--- src/rtl/tec_pkg.sv ---
// Shared types, constants and codes for the tach edge interval capture block
package tec_pkg;

    localparam int CHANNELS   = 8;
    localparam int CH_W       = 3;
    localparam int CH_IDX_W   = (CHANNELS > 1) ? $clog2(CHANNELS) : 1;
    localparam int PINS_W     = 8;
    localparam int TIME_W     = 32;
    localparam int COUNT_W    = 16;
    localparam int OP_W       = 2;
    localparam int ADDR_W     = 3;
    localparam int DATA_W     = 32;
    localparam int QUEUE_DEPTH = 2;

    localparam logic [OP_W-1:0] OP_ARM    = 2'd0;
    localparam logic [OP_W-1:0] OP_SAMPLE = 2'd1;
    localparam logic [OP_W-1:0] OP_DUMP   = 2'd2;

    localparam logic [ADDR_W-1:0] ADDR_WINDOW_LENGTH = 3'd0;
    localparam logic [ADDR_W-1:0] ADDR_FIRST_PIN     = 3'd4;

    localparam logic [1:0] CMD_EDGE  = 2'd0;
    localparam logic [1:0] CMD_BASE  = 2'd1;
    localparam logic [1:0] CMD_DUMP  = 2'd2;

    typedef struct packed {
        logic [1:0]          kind;
        logic [CH_IDX_W-1:0] ch;
        logic [TIME_W-1:0]   time_us;
    } cmd_t;

    typedef struct packed {
        logic [TIME_W-1:0] window_length_us;
        logic [CH_W-1:0]   first_pin;
    } cfg_t;

endpackage

--- src/rtl/tec_if.sv ---
// Channel interfaces for input items and dump results
interface tec_in_if;
    logic                       valid;
    logic                       ready;
    logic [tec_pkg::OP_W-1:0]   op;
    logic [tec_pkg::PINS_W-1:0] pins;
    logic [tec_pkg::TIME_W-1:0] time_us;

    modport source (output valid, output op, output pins, output time_us, input ready);
    modport sink   (input valid, input op, input pins, input time_us, output ready);
endinterface

interface tec_out_if;
    logic                        valid;
    logic                        ready;
    logic [tec_pkg::CH_W-1:0]    channel;
    logic [tec_pkg::TIME_W-1:0]  interval_sum;
    logic [tec_pkg::COUNT_W-1:0] edge_count;
    logic                        last;

    modport source (output valid, output channel, output interval_sum, output edge_count,
                    output last, input ready);
    modport sink   (input valid, input channel, input interval_sum, input edge_count,
                    input last, output ready);
endinterface

--- src/rtl/tach_edge_interval_capture.sv ---
// Top level: configuration registers and the front end, queue and back end
//
//  channel     dir  handshake      payload
//  sample_in   in   valid/ready    op, pins, time_us
//  result_out  out  valid/ready    channel, interval_sum, edge_count, last
//  apb         in   psel/penable   paddr, pwdata -> prdata
//
// Items are taken one per cycle while the two-entry command queue has room.
// Arm, sample and dump are classified in the cycle they are taken; an edge or
// baseline command updates channel state directly, a dump holds the back end for
// CHANNELS result transactions, one per cycle while result_out is ready.
// Reset is asynchronous and clears windows, baseline, edge times, sums and counts.
// A stalled result_out stops a dump in progress; sample_in stalls once the queue fills.
module tach_edge_interval_capture (
    input  logic                        clk,
    input  logic                        rst_n,
    input  logic                        psel,
    input  logic                        penable,
    input  logic                        pwrite,
    input  logic [tec_pkg::ADDR_W-1:0]  paddr,
    input  logic [tec_pkg::DATA_W-1:0]  pwdata,
    output logic [tec_pkg::DATA_W-1:0]  prdata,
    output logic                        pready,
    tec_in_if.sink                      sample_in,
    tec_out_if.source                   result_out
);

    logic [tec_pkg::TIME_W-1:0] window_length_reg;
    logic [tec_pkg::CH_W-1:0]   first_pin_reg;
    tec_pkg::cfg_t              cfg;
    logic                       cfg_write;

    logic          push_valid, push_ready;
    tec_pkg::cmd_t push_data;
    logic          pop_valid, pop_ready;
    tec_pkg::cmd_t pop_data;

    assign pready    = 1'b1;
    assign cfg_write = psel && penable && pwrite;

    assign cfg.window_length_us = window_length_reg;
    assign cfg.first_pin        = first_pin_reg;

    always_comb
    begin
        if (paddr[2] == tec_pkg::ADDR_FIRST_PIN[2])
        begin
            prdata = {{(tec_pkg::DATA_W - tec_pkg::CH_W){1'b0}}, first_pin_reg};
        end
        else
        begin
            prdata = window_length_reg;
        end
    end

    always_ff @(posedge clk or negedge rst_n)
    begin
        if (!rst_n)
        begin
            window_length_reg <= 32'd1000000;
            first_pin_reg     <= '0;
        end
        else if (cfg_write)
        begin
            if (paddr[2] == tec_pkg::ADDR_WINDOW_LENGTH[2])
            begin
                window_length_reg <= pwdata;
            end
            else
            begin
                first_pin_reg <= pwdata[tec_pkg::CH_W-1:0];
            end
        end
    end

    tec_front u_front (
        .clk        (clk),
        .rst_n      (rst_n),
        .cfg        (cfg),
        .sample_in  (sample_in),
        .push_valid (push_valid),
        .push_ready (push_ready),
        .push_data  (push_data)
    );

    tec_queue u_queue (
        .clk        (clk),
        .rst_n      (rst_n),
        .push_valid (push_valid),
        .push_ready (push_ready),
        .push_data  (push_data),
        .pop_valid  (pop_valid),
        .pop_ready  (pop_ready),
        .pop_data   (pop_data)
    );

    tec_back u_back (
        .clk        (clk),
        .rst_n      (rst_n),
        .pop_valid  (pop_valid),
        .pop_ready  (pop_ready),
        .pop_data   (pop_data),
        .result_out (result_out)
    );

endmodule

--- src/rtl/tec_front.sv ---
// Front end: window tracking, baseline and edge classification into commands
module tec_front (
    input  logic               clk,
    input  logic               rst_n,
    input  tec_pkg::cfg_t      cfg,
    tec_in_if.sink             sample_in,
    output logic               push_valid,
    input  logic               push_ready,
    output tec_pkg::cmd_t      push_data
);

    logic                       window_open_reg, window_open_next;
    logic                       baseline_pending_reg, baseline_pending_next;
    logic [tec_pkg::TIME_W-1:0] window_start_reg, window_start_next;
    logic [tec_pkg::PINS_W-1:0] last_pins_reg, last_pins_next;

    logic                       accept;
    logic [tec_pkg::TIME_W-1:0] elapsed;
    logic [tec_pkg::PINS_W-1:0] diff;
    logic [tec_pkg::CH_W-1:0]   top_ch;
    logic                       emit;

    assign sample_in.ready = push_ready;
    assign accept          = sample_in.valid && push_ready;
    assign elapsed         = sample_in.time_us - window_start_reg;
    assign diff            = (sample_in.pins ^ last_pins_reg) >> cfg.first_pin;

    always_comb
    begin
        top_ch = '0;
        for (int i = 0; i < tec_pkg::PINS_W; i++)
        begin
            if (diff[i])
            begin
                top_ch = tec_pkg::CH_W'(i);
            end
        end
    end

    always_comb
    begin
        window_open_next      = window_open_reg;
        baseline_pending_next = baseline_pending_reg;
        window_start_next     = window_start_reg;
        last_pins_next        = last_pins_reg;
        emit                  = 1'b0;
        push_data.kind        = tec_pkg::CMD_EDGE;
        push_data.ch          = top_ch[tec_pkg::CH_IDX_W-1:0];
        push_data.time_us     = sample_in.time_us;
        unique case (sample_in.op)
            tec_pkg::OP_ARM:
            begin
                window_open_next      = 1'b1;
                window_start_next     = sample_in.time_us;
                baseline_pending_next = 1'b1;
            end
            tec_pkg::OP_SAMPLE:
            begin
                if (window_open_reg)
                begin
                    if (elapsed >= cfg.window_length_us)
                    begin
                        window_open_next = 1'b0;
                    end
                    else if (baseline_pending_reg)
                    begin
                        last_pins_next        = sample_in.pins;
                        baseline_pending_next = 1'b0;
                        push_data.kind        = tec_pkg::CMD_BASE;
                        emit                  = 1'b1;
                    end
                    else
                    begin
                        last_pins_next = sample_in.pins;
                        emit = (diff != '0) &&
                               ({1'b0, top_ch} < (tec_pkg::CH_W + 1)'(tec_pkg::CHANNELS));
                    end
                end
            end
            tec_pkg::OP_DUMP:
            begin
                push_data.kind = tec_pkg::CMD_DUMP;
                emit           = 1'b1;
            end
            default:
            begin
                emit = 1'b0;
            end
        endcase
    end

    assign push_valid = sample_in.valid && emit;

    always_ff @(posedge clk or negedge rst_n)
    begin
        if (!rst_n)
        begin
            window_open_reg      <= 1'b0;
            baseline_pending_reg <= 1'b0;
            window_start_reg     <= '0;
            last_pins_reg        <= '0;
        end
        else if (accept)
        begin
            window_open_reg      <= window_open_next;
            baseline_pending_reg <= baseline_pending_next;
            window_start_reg     <= window_start_next;
            last_pins_reg        <= last_pins_next;
        end
    end

endmodule

--- src/rtl/tec_queue.sv ---
// Command queue between front end and back end
module tec_queue (
    input  logic          clk,
    input  logic          rst_n,
    input  logic          push_valid,
    output logic          push_ready,
    input  tec_pkg::cmd_t push_data,
    output logic          pop_valid,
    input  logic          pop_ready,
    output tec_pkg::cmd_t pop_data
);

    localparam int PTR_W = (tec_pkg::QUEUE_DEPTH > 1) ? $clog2(tec_pkg::QUEUE_DEPTH) : 1;
    localparam int CNT_W = $clog2(tec_pkg::QUEUE_DEPTH + 1);

    tec_pkg::cmd_t    slot_reg [tec_pkg::QUEUE_DEPTH];
    logic [PTR_W-1:0] wr_ptr_reg, rd_ptr_reg;
    logic [CNT_W-1:0] count_reg, count_next;
    logic             do_push, do_pop;

    assign push_ready = count_reg != CNT_W'(tec_pkg::QUEUE_DEPTH);
    assign pop_valid  = count_reg != '0;
    assign pop_data   = slot_reg[rd_ptr_reg];
    assign do_push    = push_valid && push_ready;
    assign do_pop     = pop_valid && pop_ready;

    always_comb
    begin
        count_next = count_reg;
        if (do_push && !do_pop)
        begin
            count_next = count_reg + 1'b1;
        end
        else if (do_pop && !do_push)
        begin
            count_next = count_reg - 1'b1;
        end
    end

    always_ff @(posedge clk)
    begin
        if (do_push)
        begin
            slot_reg[wr_ptr_reg] <= push_data;
        end
    end

    always_ff @(posedge clk or negedge rst_n)
    begin
        if (!rst_n)
        begin
            wr_ptr_reg <= '0;
            rd_ptr_reg <= '0;
            count_reg  <= '0;
        end
        else
        begin
            count_reg <= count_next;
            if (do_push)
            begin
                wr_ptr_reg <= (wr_ptr_reg == PTR_W'(tec_pkg::QUEUE_DEPTH - 1)) ?
                              '0 : wr_ptr_reg + 1'b1;
            end
            if (do_pop)
            begin
                rd_ptr_reg <= (rd_ptr_reg == PTR_W'(tec_pkg::QUEUE_DEPTH - 1)) ?
                              '0 : rd_ptr_reg + 1'b1;
            end
        end
    end

    a_count_bound: assert property (@(posedge clk) disable iff (!rst_n)
        count_reg <= CNT_W'(tec_pkg::QUEUE_DEPTH))
        else $error("queue count beyond depth");

    a_count_step: assert property (@(posedge clk) disable iff (!rst_n)
        (do_push && !do_pop) |=> (count_reg == $past(count_reg) + 1'b1))
        else $error("queue count did not advance on push");

    a_empty_no_pop: assert property (@(posedge clk) disable iff (!rst_n)
        (count_reg == '0) |-> !do_pop)
        else $error("pop from empty queue");

endmodule

--- src/rtl/tec_back.sv ---
// Back end: per-channel interval sums and counts, dump sequencing and result register
module tec_back (
    input  logic          clk,
    input  logic          rst_n,
    input  logic          pop_valid,
    output logic          pop_ready,
    input  tec_pkg::cmd_t pop_data,
    tec_out_if.source     result_out
);

    logic [tec_pkg::TIME_W-1:0]  last_edge_time_reg [tec_pkg::CHANNELS];
    logic [tec_pkg::TIME_W-1:0]  sum_reg [tec_pkg::CHANNELS];
    logic [tec_pkg::COUNT_W-1:0] count_reg [tec_pkg::CHANNELS];
    logic [tec_pkg::CHANNELS-1:0] edge_seen_reg;

    logic                         dumping_reg;
    logic [tec_pkg::CH_IDX_W-1:0] dump_idx_reg;

    logic                        out_valid_reg;
    logic [tec_pkg::CH_W-1:0]    out_channel_reg;
    logic [tec_pkg::TIME_W-1:0]  out_sum_reg;
    logic [tec_pkg::COUNT_W-1:0] out_count_reg;
    logic                        out_last_reg;

    logic                         do_pop;
    logic                         out_free;
    logic                         out_load;
    logic                         load_last;
    logic [tec_pkg::CH_IDX_W-1:0] rd_idx;
    logic [tec_pkg::TIME_W-1:0]   rd_sum;
    logic [tec_pkg::COUNT_W-1:0]  rd_count;
    logic [tec_pkg::TIME_W-1:0]   delta;

    assign pop_ready = !dumping_reg;
    assign do_pop    = pop_valid && !dumping_reg;
    assign out_free  = !out_valid_reg || result_out.ready;
    assign out_load  = dumping_reg && out_free;
    assign load_last = dump_idx_reg == tec_pkg::CH_IDX_W'(tec_pkg::CHANNELS - 1);

    assign rd_idx   = dumping_reg ? dump_idx_reg : pop_data.ch;
    assign rd_sum   = sum_reg[rd_idx];
    assign rd_count = count_reg[rd_idx];
    assign delta    = pop_data.time_us - last_edge_time_reg[pop_data.ch];

    assign result_out.valid        = out_valid_reg;
    assign result_out.channel      = out_channel_reg;
    assign result_out.interval_sum = out_sum_reg;
    assign result_out.edge_count   = out_count_reg;
    assign result_out.last         = out_last_reg;

    always_ff @(posedge clk or negedge rst_n)
    begin
        if (!rst_n)
        begin
            for (int i = 0; i < tec_pkg::CHANNELS; i++)
            begin
                last_edge_time_reg[i] <= '0;
                sum_reg[i]            <= '0;
                count_reg[i]          <= '0;
            end
            edge_seen_reg <= '0;
            dumping_reg   <= 1'b0;
            dump_idx_reg  <= '0;
            out_valid_reg <= 1'b0;
        end
        else
        begin
            if (do_pop)
            begin
                unique case (pop_data.kind)
                    tec_pkg::CMD_EDGE:
                    begin
                        if (edge_seen_reg[pop_data.ch])
                        begin
                            sum_reg[pop_data.ch] <= rd_sum + delta;
                            if (rd_count != '1)
                            begin
                                count_reg[pop_data.ch] <= rd_count + 1'b1;
                            end
                        end
                        else
                        begin
                            edge_seen_reg[pop_data.ch] <= 1'b1;
                        end
                        last_edge_time_reg[pop_data.ch] <= pop_data.time_us;
                    end
                    tec_pkg::CMD_BASE:
                    begin
                        edge_seen_reg <= '0;
                    end
                    tec_pkg::CMD_DUMP:
                    begin
                        dumping_reg  <= 1'b1;
                        dump_idx_reg <= '0;
                    end
                    default:
                    begin
                        dumping_reg <= 1'b0;
                    end
                endcase
            end
            if (out_load)
            begin
                sum_reg[dump_idx_reg]   <= '0;
                count_reg[dump_idx_reg] <= '0;
                if (load_last)
                begin
                    dumping_reg  <= 1'b0;
                    dump_idx_reg <= '0;
                end
                else
                begin
                    dump_idx_reg <= dump_idx_reg + 1'b1;
                end
            end
            if (out_load)
            begin
                out_valid_reg <= 1'b1;
            end
            else if (result_out.ready)
            begin
                out_valid_reg <= 1'b0;
            end
        end
    end

    always_ff @(posedge clk)
    begin
        if (out_load)
        begin
            out_channel_reg <= tec_pkg::CH_W'(dump_idx_reg);
            out_sum_reg     <= rd_sum;
            out_count_reg   <= rd_count;
            out_last_reg    <= load_last;
        end
    end

    a_idx_idle: assert property (@(posedge clk) disable iff (!rst_n)
        !dumping_reg |-> (dump_idx_reg == '0))
        else $error("dump index moved outside a dump");

    a_last_ends_dump: assert property (@(posedge clk) disable iff (!rst_n)
        (out_load && load_last) |=> !dumping_reg)
        else $error("dump did not end after final channel");

    a_dump_start: assert property (@(posedge clk) disable iff (!rst_n)
        $rose(dumping_reg) |-> $past(do_pop && (pop_data.kind == tec_pkg::CMD_DUMP)))
        else $error("dump started without a dump command");

    a_saturate: assert property (@(posedge clk) disable iff (!rst_n)
        (do_pop && (pop_data.kind == tec_pkg::CMD_EDGE) && (rd_count == '1))
        |=> (count_reg[$past(pop_data.ch)] == '1))
        else $error("edge count left saturation");

endmodule

--- src/flat_wrapper.sv ---
// flat-port wrapper written by rule: the top's interface ports become plain ports
module tach_edge_interval_capture_flat 
  (clk, rst_n, psel, penable, pwrite, paddr, pwdata, prdata, pready, sample_in_valid, sample_in_op, sample_in_pins, sample_in_time_us, sample_in_ready, result_out_valid, result_out_channel, result_out_interval_sum, result_out_edge_count, result_out_last, result_out_ready);
  tec_in_if sample_in_i ();
  tec_out_if result_out_i ();
  input  logic clk;
  input  logic rst_n;
  input  logic psel;
  input  logic penable;
  input  logic pwrite;
  input  logic [tec_pkg::ADDR_W-1:0] paddr;
  input  logic [tec_pkg::DATA_W-1:0] pwdata;
  output logic [tec_pkg::DATA_W-1:0] prdata;
  output logic pready;
  input wire logic [$bits(sample_in_i.valid)-1:0] sample_in_valid;
  input wire logic [$bits(sample_in_i.op)-1:0] sample_in_op;
  input wire logic [$bits(sample_in_i.pins)-1:0] sample_in_pins;
  input wire logic [$bits(sample_in_i.time_us)-1:0] sample_in_time_us;
  output wire logic [$bits(sample_in_i.ready)-1:0] sample_in_ready;
  output wire logic [$bits(result_out_i.valid)-1:0] result_out_valid;
  output wire logic [$bits(result_out_i.channel)-1:0] result_out_channel;
  output wire logic [$bits(result_out_i.interval_sum)-1:0] result_out_interval_sum;
  output wire logic [$bits(result_out_i.edge_count)-1:0] result_out_edge_count;
  output wire logic [$bits(result_out_i.last)-1:0] result_out_last;
  input wire logic [$bits(result_out_i.ready)-1:0] result_out_ready;
  assign sample_in_i.valid = sample_in_valid;
  assign sample_in_i.op = sample_in_op;
  assign sample_in_i.pins = sample_in_pins;
  assign sample_in_i.time_us = sample_in_time_us;
  assign sample_in_ready = sample_in_i.ready;
  assign result_out_valid = result_out_i.valid;
  assign result_out_channel = result_out_i.channel;
  assign result_out_interval_sum = result_out_i.interval_sum;
  assign result_out_edge_count = result_out_i.edge_count;
  assign result_out_last = result_out_i.last;
  assign result_out_i.ready = result_out_ready;
  tach_edge_interval_capture u_core (.clk(clk), .rst_n(rst_n), .psel(psel), .penable(penable), .pwrite(pwrite), .paddr(paddr), .pwdata(pwdata), .prdata(prdata), .pready(pready), .sample_in(sample_in_i), .result_out(result_out_i));
endmodule
--- config.mk ---
export PLATFORM = sky130hd
export DESIGN_NAME = tach_edge_interval_capture_flat
export DESIGN_NICKNAME = d
export VERILOG_FILES = /design/src/rtl/tec_pkg.sv /design/src/rtl/tec_if.sv /design/src/rtl/tach_edge_interval_capture.sv /design/src/rtl/tec_front.sv /design/src/rtl/tec_queue.sv /design/src/rtl/tec_back.sv /design/src/flat_wrapper.sv
export SDC_FILE = /design/constraint.sdc
export NUM_CORES = 2
export LEC_CHECK = 0
export BUFFER_PORTS_ARGS = -buffer_cell sky130_fd_sc_hd__buf_2
export CORE_MARGIN = 1.5
export CORE_UTILIZATION = 60
export DETAILED_ROUTE_END_ITERATION = 8
export PLACE_DENSITY_LB_ADDON = 0.25
export RECOVER_POWER = 25
export SYNTH_ARGS = -nofsm -noshare
export SYNTH_HDL_FRONTEND = slang
export SYNTH_SLANG_ARGS = --single-unit
--- constraint.sdc ---
create_clock -name clk -period 13.85 [get_ports clk]
set_clock_uncertainty 0.1 [all_clocks]
set_input_delay 2.77 -clock clk [delete_from_list [all_inputs] [get_ports clk]]
set_output_delay 2.77 -clock clk [all_outputs]
set_load 0.05 [all_outputs]
# Word level (Yosys, flattened, before mapping)
# Memories as Yosys holds them, arrays and structs flattened.
# Cells that the tools add are included.
[totals]
regBits = 786
latchBits = 0
mem_bits_rw = 74
mem_bits_ro = 0
input_bits = 84
output_inout_bits = 87
wordCells = 192
memories = 1
[memory_table]
columns = ["name", "words", "word_bits", "rd", "rd_ports_with_merged_regs", "write_ports", "line", "text"]
rows = [
  ["u_core.u_queue.slot_reg", 2, 37, 1, 0, 1, "tec_queue.sv:16", "tec_pkg::cmd_t slot_reg [tec_pkg::QUEUE_DEPTH];"],
]
[classes]
addsub = 9
multipliers = 0
div_mod_pow = 0
order_cmp = 8
eq_ne = 10
shifts = 1
mux = 74
bitwise_logic = 11
n_reduce_logical = 37
[op_table]
columns = ["op", "count"]
rows = [
  ["two-way mux 256 bit", 4],
  ["two-way mux 128 bit", 5],
  ["bitwise mux 256 bit", 2],
  ["AND 256 bit", 1],
  ["inverter 256 bit", 1],
  ["two-way mux 32 bit", 7],
  ["binary-select mux 32 bit (select 3 bit)", 2],
  ["demux 32 bit (select 3 bit)", 2],
  ["AND 128 bit", 1],
  ["bitwise mux 128 bit", 1],
  ["inverter 128 bit", 1],
  ["demux 16 bit (select 3 bit)", 2],
  ["two-way mux 16 bit", 4],
  ["subtractor 32 bit", 2],
  ["binary-select mux 16 bit (select 3 bit)", 1],
  ["adder 32 bit", 1],
  ["greater-or-equal comparator 32 bit", 1],
  ["two-way mux 3 bit", 9],
  ["two-way mux 1 bit", 22],
  ["adder 16 x 1 -> 16 bit, second input constant", 1],
  ["inequality test 16 bit, second input constant", 1],
  ["case mux 8 bit (2 select lines)", 1],
  ["nonzero test 2 bit", 7],
  ["greater-or-equal comparator 4 bit, second input constant", 3],
  ["other kinds (31)", 68],
]

# Longest topological paths before layout
# An unclocked memory read counts as a cell.
[logic_depth]
depth_word = 14
depth_mapped = 27
mapped_depth_nobuf = 27

# Cells and area by module
# From an unflattened synthesis, not the netlist that was laid out.
[unflattened]
cells_unflattened = 3893
hier_area_um2 = 43181.4
[by_module_without_submodules]
columns = ["module", "n_inst", "cells_each", "area_per_inst_um2"]
rows = [
  ["tec_back", 1, 3084, 33776.1],
  ["tec_front", 1, 564, 4765.8],
  ["tec_queue", 1, 133, 2946.6],
  ["tach_edge_interval_capture", 1, 112, 1692.9],
]

# Worst setup path before layout
# OpenSTA, ideal clock, no wires.
[synth_path]
kind = "in2reg"
start = "input sample_in_time_us[0]"
end = "memory u_core.u_queue.slot_reg[0][0] (netlist name), enable pin"
setup_ns = 0.477
arrival_ns = 9.337
required_time_ns = 13.273
slack_ns = 3.935
cell_stages = 22
n_path_buf = 0
path_cell_list = "inv_1 ha_1 inv_1 fa_1 a21o_1 a31o_2 a2111oi_0 nor3_1 o21ai_0 a21oi_1 o21ai_0 or4b_2 o311ai_0 ha_1 nand4_1 nor3_1 nor3_1 nand2_1 nor2_1 o311a_1 a21oi_1 nor3_1"
[synth_between]
elab_chain_cells = 9
[synth_rtl]
columns = ["element", "line", "text"]
rows = [
  ["start, declared", "flat_wrapper.sv:18", "input wire logic [$bits(sample_in_i.time_us)-1:0] sample_in_time_us;"],
  ["subtractor 32 bit", "tec_front.sv:25", "assign elapsed = sample_in.time_us - window_start_reg;"],
  ["greater-or-equal comparator 32 bit", "tec_front.sv:61", "if (elapsed >= cfg.window_length_us)"],
  ["two-way mux 1 bit", "tec_front.sv:61", ""],
  ["two-way mux 1 bit", "tec_front.sv:59", "if (window_open_reg)"],
  ["case mux 1 bit (2 select lines)", "tec_front.sv:50", "unique case (sample_in.op)"],
  ["logical AND 1 bit", "tec_front.sv:92", "assign push_valid = sample_in.valid && emit;"],
  ["logical AND 1 bit", "tec_queue.sv:24", "assign do_push = push_valid && push_ready;"],
  ["two-way mux 1 bit", "tec_queue.sv:42", "if (do_push)"],
  ["two-way mux 1 bit (not written as such)", "tec_queue.sv:44", "slot_reg[wr_ptr_reg] <= push_data;"],
  ["end, declared", "tec_queue.sv:16", ""],
]
# Every way passes these cells.

# Worst setup path after layout
[layout_path]
start = "register u_core.u_queue.rd_ptr_reg"
end = "register u_core.u_back.count_reg[90] (netlist name)"
[layout_between]
elab_chain_cells = 14
[layout_rtl]
columns = ["element", "line", "text"]
rows = [
  ["start, declared", "tec_queue.sv:17", "logic [PTR_W-1:0] wr_ptr_reg, rd_ptr_reg;"],
  ["start signal, assigned", "tec_queue.sv:66", "rd_ptr_reg <= (rd_ptr_reg == PTR_W'(tec_pkg::QUEUE_DEPTH - 1)) ?"],
  ["memory (2 x 37 bit) *", "-", ""],
  ["two-way mux 3 bit *", "tec_back.sv:40", "assign rd_idx = dumping_reg ? dump_idx_reg : pop_data.ch;"],
  ["inverter 3 -> 4 bit (not written as such) *", "tec_back.sv:42", "assign rd_count = count_reg[rd_idx];"],
  ["binary-select mux 16 bit (select 3 bit) *", "tec_back.sv:42", ""],
  ["two-way mux 16 bit (not written as such) * (2 in a row)", "tec_back.sv:42", ""],
  ["named net u_core.u_back.rd_count, one bit", "tec_back.sv:31", "logic [tec_pkg::COUNT_W-1:0] rd_count;"],
  ["adder 16 x 1 -> 16 bit", "tec_back.sv:78", "count_reg[pop_data.ch] <= rd_count + 1'b1;"],
  ["bitwise mux 128 bit", "tec_back.sv:78", ""],
  ["two-way mux 128 bit *", "tec_back.sv:76", "if (rd_count != '1)"],
  ["two-way mux 128 bit *", "tec_back.sv:73", "if (edge_seen_reg[pop_data.ch])"],
  ["two-way mux 128 bit *", "tec_back.sv:70", "unique case (pop_data.kind)"],
  ["two-way mux 128 bit *", "tec_back.sv:68", "if (do_pop)"],
  ["AND 128 bit (no source line)", "-", ""],
  ["two-way mux 128 bit *", "tec_back.sv:102", "if (out_load)"],
  ["end signal, assigned by index", "tec_back.sv:78", ""],
  ["end, declared", "tec_back.sv:13", "logic [tec_pkg::COUNT_W-1:0] count_reg [tec_pkg::CHANNELS];"],
]
# The timed path passes the listed nets; every way through them passes the cells marked *. The select of a mux whose other input is x is not followed.
# A chain may end at the register's enable or synchronous reset.

==> results.txt <==
Main synth FF type = dfrtp_1
Period minus WS final = 10.27 ns
Total vias in the final route = 32,490
RSZ-0062 raised after global routing = no
Post-CTS Resized = 0
CTS Sinks = 860
GPL Wtd Cong = 0.9218
Worst hold margin = 0.3988 ns
Tcrit/Tclk final = 74.12%
Worst-path fanout max = 61
EDFF count, synth = 126
WL final = 114.9 mm
Synth cell types = 86
Cts hold-fix bufs = 0
Initial antenna violation count = 1
Initial core utilization = 60.44%
DR DRC count = 0
# setup viols final = 0
Startpoint Class = flip-flop
H-tree depth = 3
Setup_tns = 0 ns
Input/output buffers = 167
Grt total ovfl = 0
Die width = 268.1 um
Avg Inst Size Synth = 10.20 um2
Site row count = 97
Hold Path Class = flip-flop to flip-flop
Synth cell count leaders = dfrtp_1 (727), a21oi_1 (548), nand2_1 (542), nor2_1 (539), clkbuf_1 (190)
DRT antenna net count = 0
Post-synth ARST share = 85.35%
Clock slew at reported path FFs = 0.06 ns
Top-area cell type share of the netlist area = 43.13%
Clock latency on the worst-skew pair = 0.65 ns
Post-synth top area cell = dfrtp_1
Vias in the first global route = 32,470
Final instance area = 0.04715 mm2
Fin. Hold Viols = 0
Netlist Area Pre-Place = 0.04218 mm2
Post-CTS Setup Bufs = 0
Slowest cell on crit path = clkbuf_1
Core Footprint = 0.06979 mm2
Global-route wire length before repair = 180.5 mm
Die ar. = 0.07190 mm2
R2R Setup Slk = 3.58 ns
Cells after Synth = 4,134
Num CTS Buffers = 91
Vias/cell = 6.203
Clk root buf = clkbuf_16
Routed wire per std cell = 21.93 um
CP endpoint kind = flip-flop
Worst Path Required = 14.26 ns
Final Util = 67.57%
CP max stage delay = 2.78 ns
Yosys warns = 0
Failing checks = capacitance limit, slew limit
Slew HR = -264.9%
CP arrival = 10.68 ns
Largest net degree at the start of global routing = 155
Part of the Yosys area used for sequential elements = 52.54%
Top cells by area, synth = dfrtp_1 (43%), edfxtp_1 (9.0%), a21oi_1 (6.5%)
Worst slew pin tran = 5.474 ns
Initial drt markers = 3,131
Cell with the most instances after synthesis = dfrtp_1
Area grow syn2layout = 11.79%
Area after DPL = 0.04404 mm2
CTS tree = built
Cells along the critical path = mux2_1 > o21a_1 > clkbuf_1 > o21ai_1 > inv_1 > ha_1 > nor4b_2 > nand2_1 > o31ai_4 > buf_4 > mux2i_1 > nor2_1
Type of the worst setup path = flip-flop to flip-flop
Clock Path Buffers = 3
Nets = 4,441
Die Ht = 268.1 um
Detailed Place HPWL = 69.78 mm
Fraction of layout cells with a size suffix above 1 = 13.17%
Final Slew Violations = 867
Seq cells post-synth = 860
Max_cap viols = 15
Status = complete, but fails checks
Mapped Nets = 4,353
Num ports = 171
Drt pass-1 iters = 6
GRT Total Usage = 32.53%
FMAX = 97.41 MHz
final timing paths:
kind,startpoint,end,cells after the start
worst max register to register,u_core.u_queue.rd_ptr_reg$_DFFE_PN0P_,u_core.u_back.count_reg[90]$_DFF_PN0_,12
min in group asynchronous,rst_n,u_core.u_back.count_reg[68]$_DFF_PN0_,1
worst min register to register,u_core.u_back.count_reg[123]$_DFF_PN0_,u_core.u_back.count_reg[123]$_DFF_PN0_,2
max in group asynchronous,rst_n,u_core.u_back.last_edge_time_reg[68]$_DFFE_PN0P_,3
worst max-delay path,u_core.u_queue.rd_ptr_reg$_DFFE_PN0P_,u_core.u_back.count_reg[90]$_DFF_PN0_,12
worst min-delay path,u_core.u_back.count_reg[123]$_DFF_PN0_,u_core.u_back.count_reg[123]$_DFF_PN0_,2
worst max-delay path: cells and delay by family (launching register included):
family                     cells  cell delay [ns]
AOI/OAI and AO/OA              3             2.78
adders and majority gates      1             0.29
buffers and inverters          3             3.46
DFF                            1             1.05
muxes                          2             1.18
and+or+nand+nor                3             1.20
logic make-up (layout without fill, tap and decap cells):
| logic type | after synthesis | count (layout) | synth area share, % |
|---|---|---|---|
| AOI/OAI and AO/OA | 1015 | 1015 | 14.35 |
| adders and majority gates | 135 | 135 | 4.574 |
| xor gates and xnor gates | 75 | 75 | 1.557 |
| other | 1 | 2 | 0.008891 |
| buffers and inverters | 407 | 570 | 4.070 |
| muxes | 276 | 276 | 9.157 |
| DFF | 860 | 860 | 52.54 |
| and+or+nand+nor | 1365 | 1365 | 13.75 |
metrics by stage:
step	cells	setup WS, ns
4_1_cts	5237	5.191
3_3_place_gp	5069	4.667
3_5_place_dp	5069	4.549
6_report	5238	3.584
2_1_floorplan	4134	3.935
5_1_grt	5238	2.819
per-layer routing:
metal | track usage, % | routed length, um | part of all wire (%)
met1 | 43.28 | 45810 | 40
met2 | 53.15 | 55020 | 48
met3 | 6.030 | 9993 | 8.7
met4 | 12.87 | 4062 | 3.5
met5 | 0 | 0 | 0
placed cells by master (no fill, tap or decap), types with 15 or more instances in the layout:
cell type	instances
dfrtp_1	727
a21oi_1	548
nand2_1	542
nor2_1	525
inv_1	144
mux2i_1	138
o21ai_0	132
buf_2	131
edfxtp_1	126
ha_1	103
nand3_1	99
a22oi_1	98
clkbuf_16	96
mux4_2	80
buf_4	74
clkbuf_1	63
xnor2_1	55
mux2_2	53
a21o_1	40
a211oi_1	32
fa_1	32
o211ai_1	24
and3_1	23
nor3_1	23
xor2_1	20
a22o_1	19
clkinv_2	19
a221oi_1	18
and4_1	17
nor3_2	16
nand4_1	16
bufinv_16	15
layout make-up:
| type | instances | area (um2) |
|---|---|---|
| clock inverters | 45 | 610.6 |
| clock buffers | 123 | 2634 |
| flip-flops and latches | 860 | 22160 |
| diodes | 1 | 2.502 |
| repair buffers | 256 | 1435 |
| multi-input cells | 2867 | 18590 |
| inverters | 146 | 548.0 |
| well taps | 940 | 1176 |
| fillers | 5407 | 22630 |
Power is not shown: default switching activity piles up to over one toggle a cycle in this logic, so the estimate is an artifact.
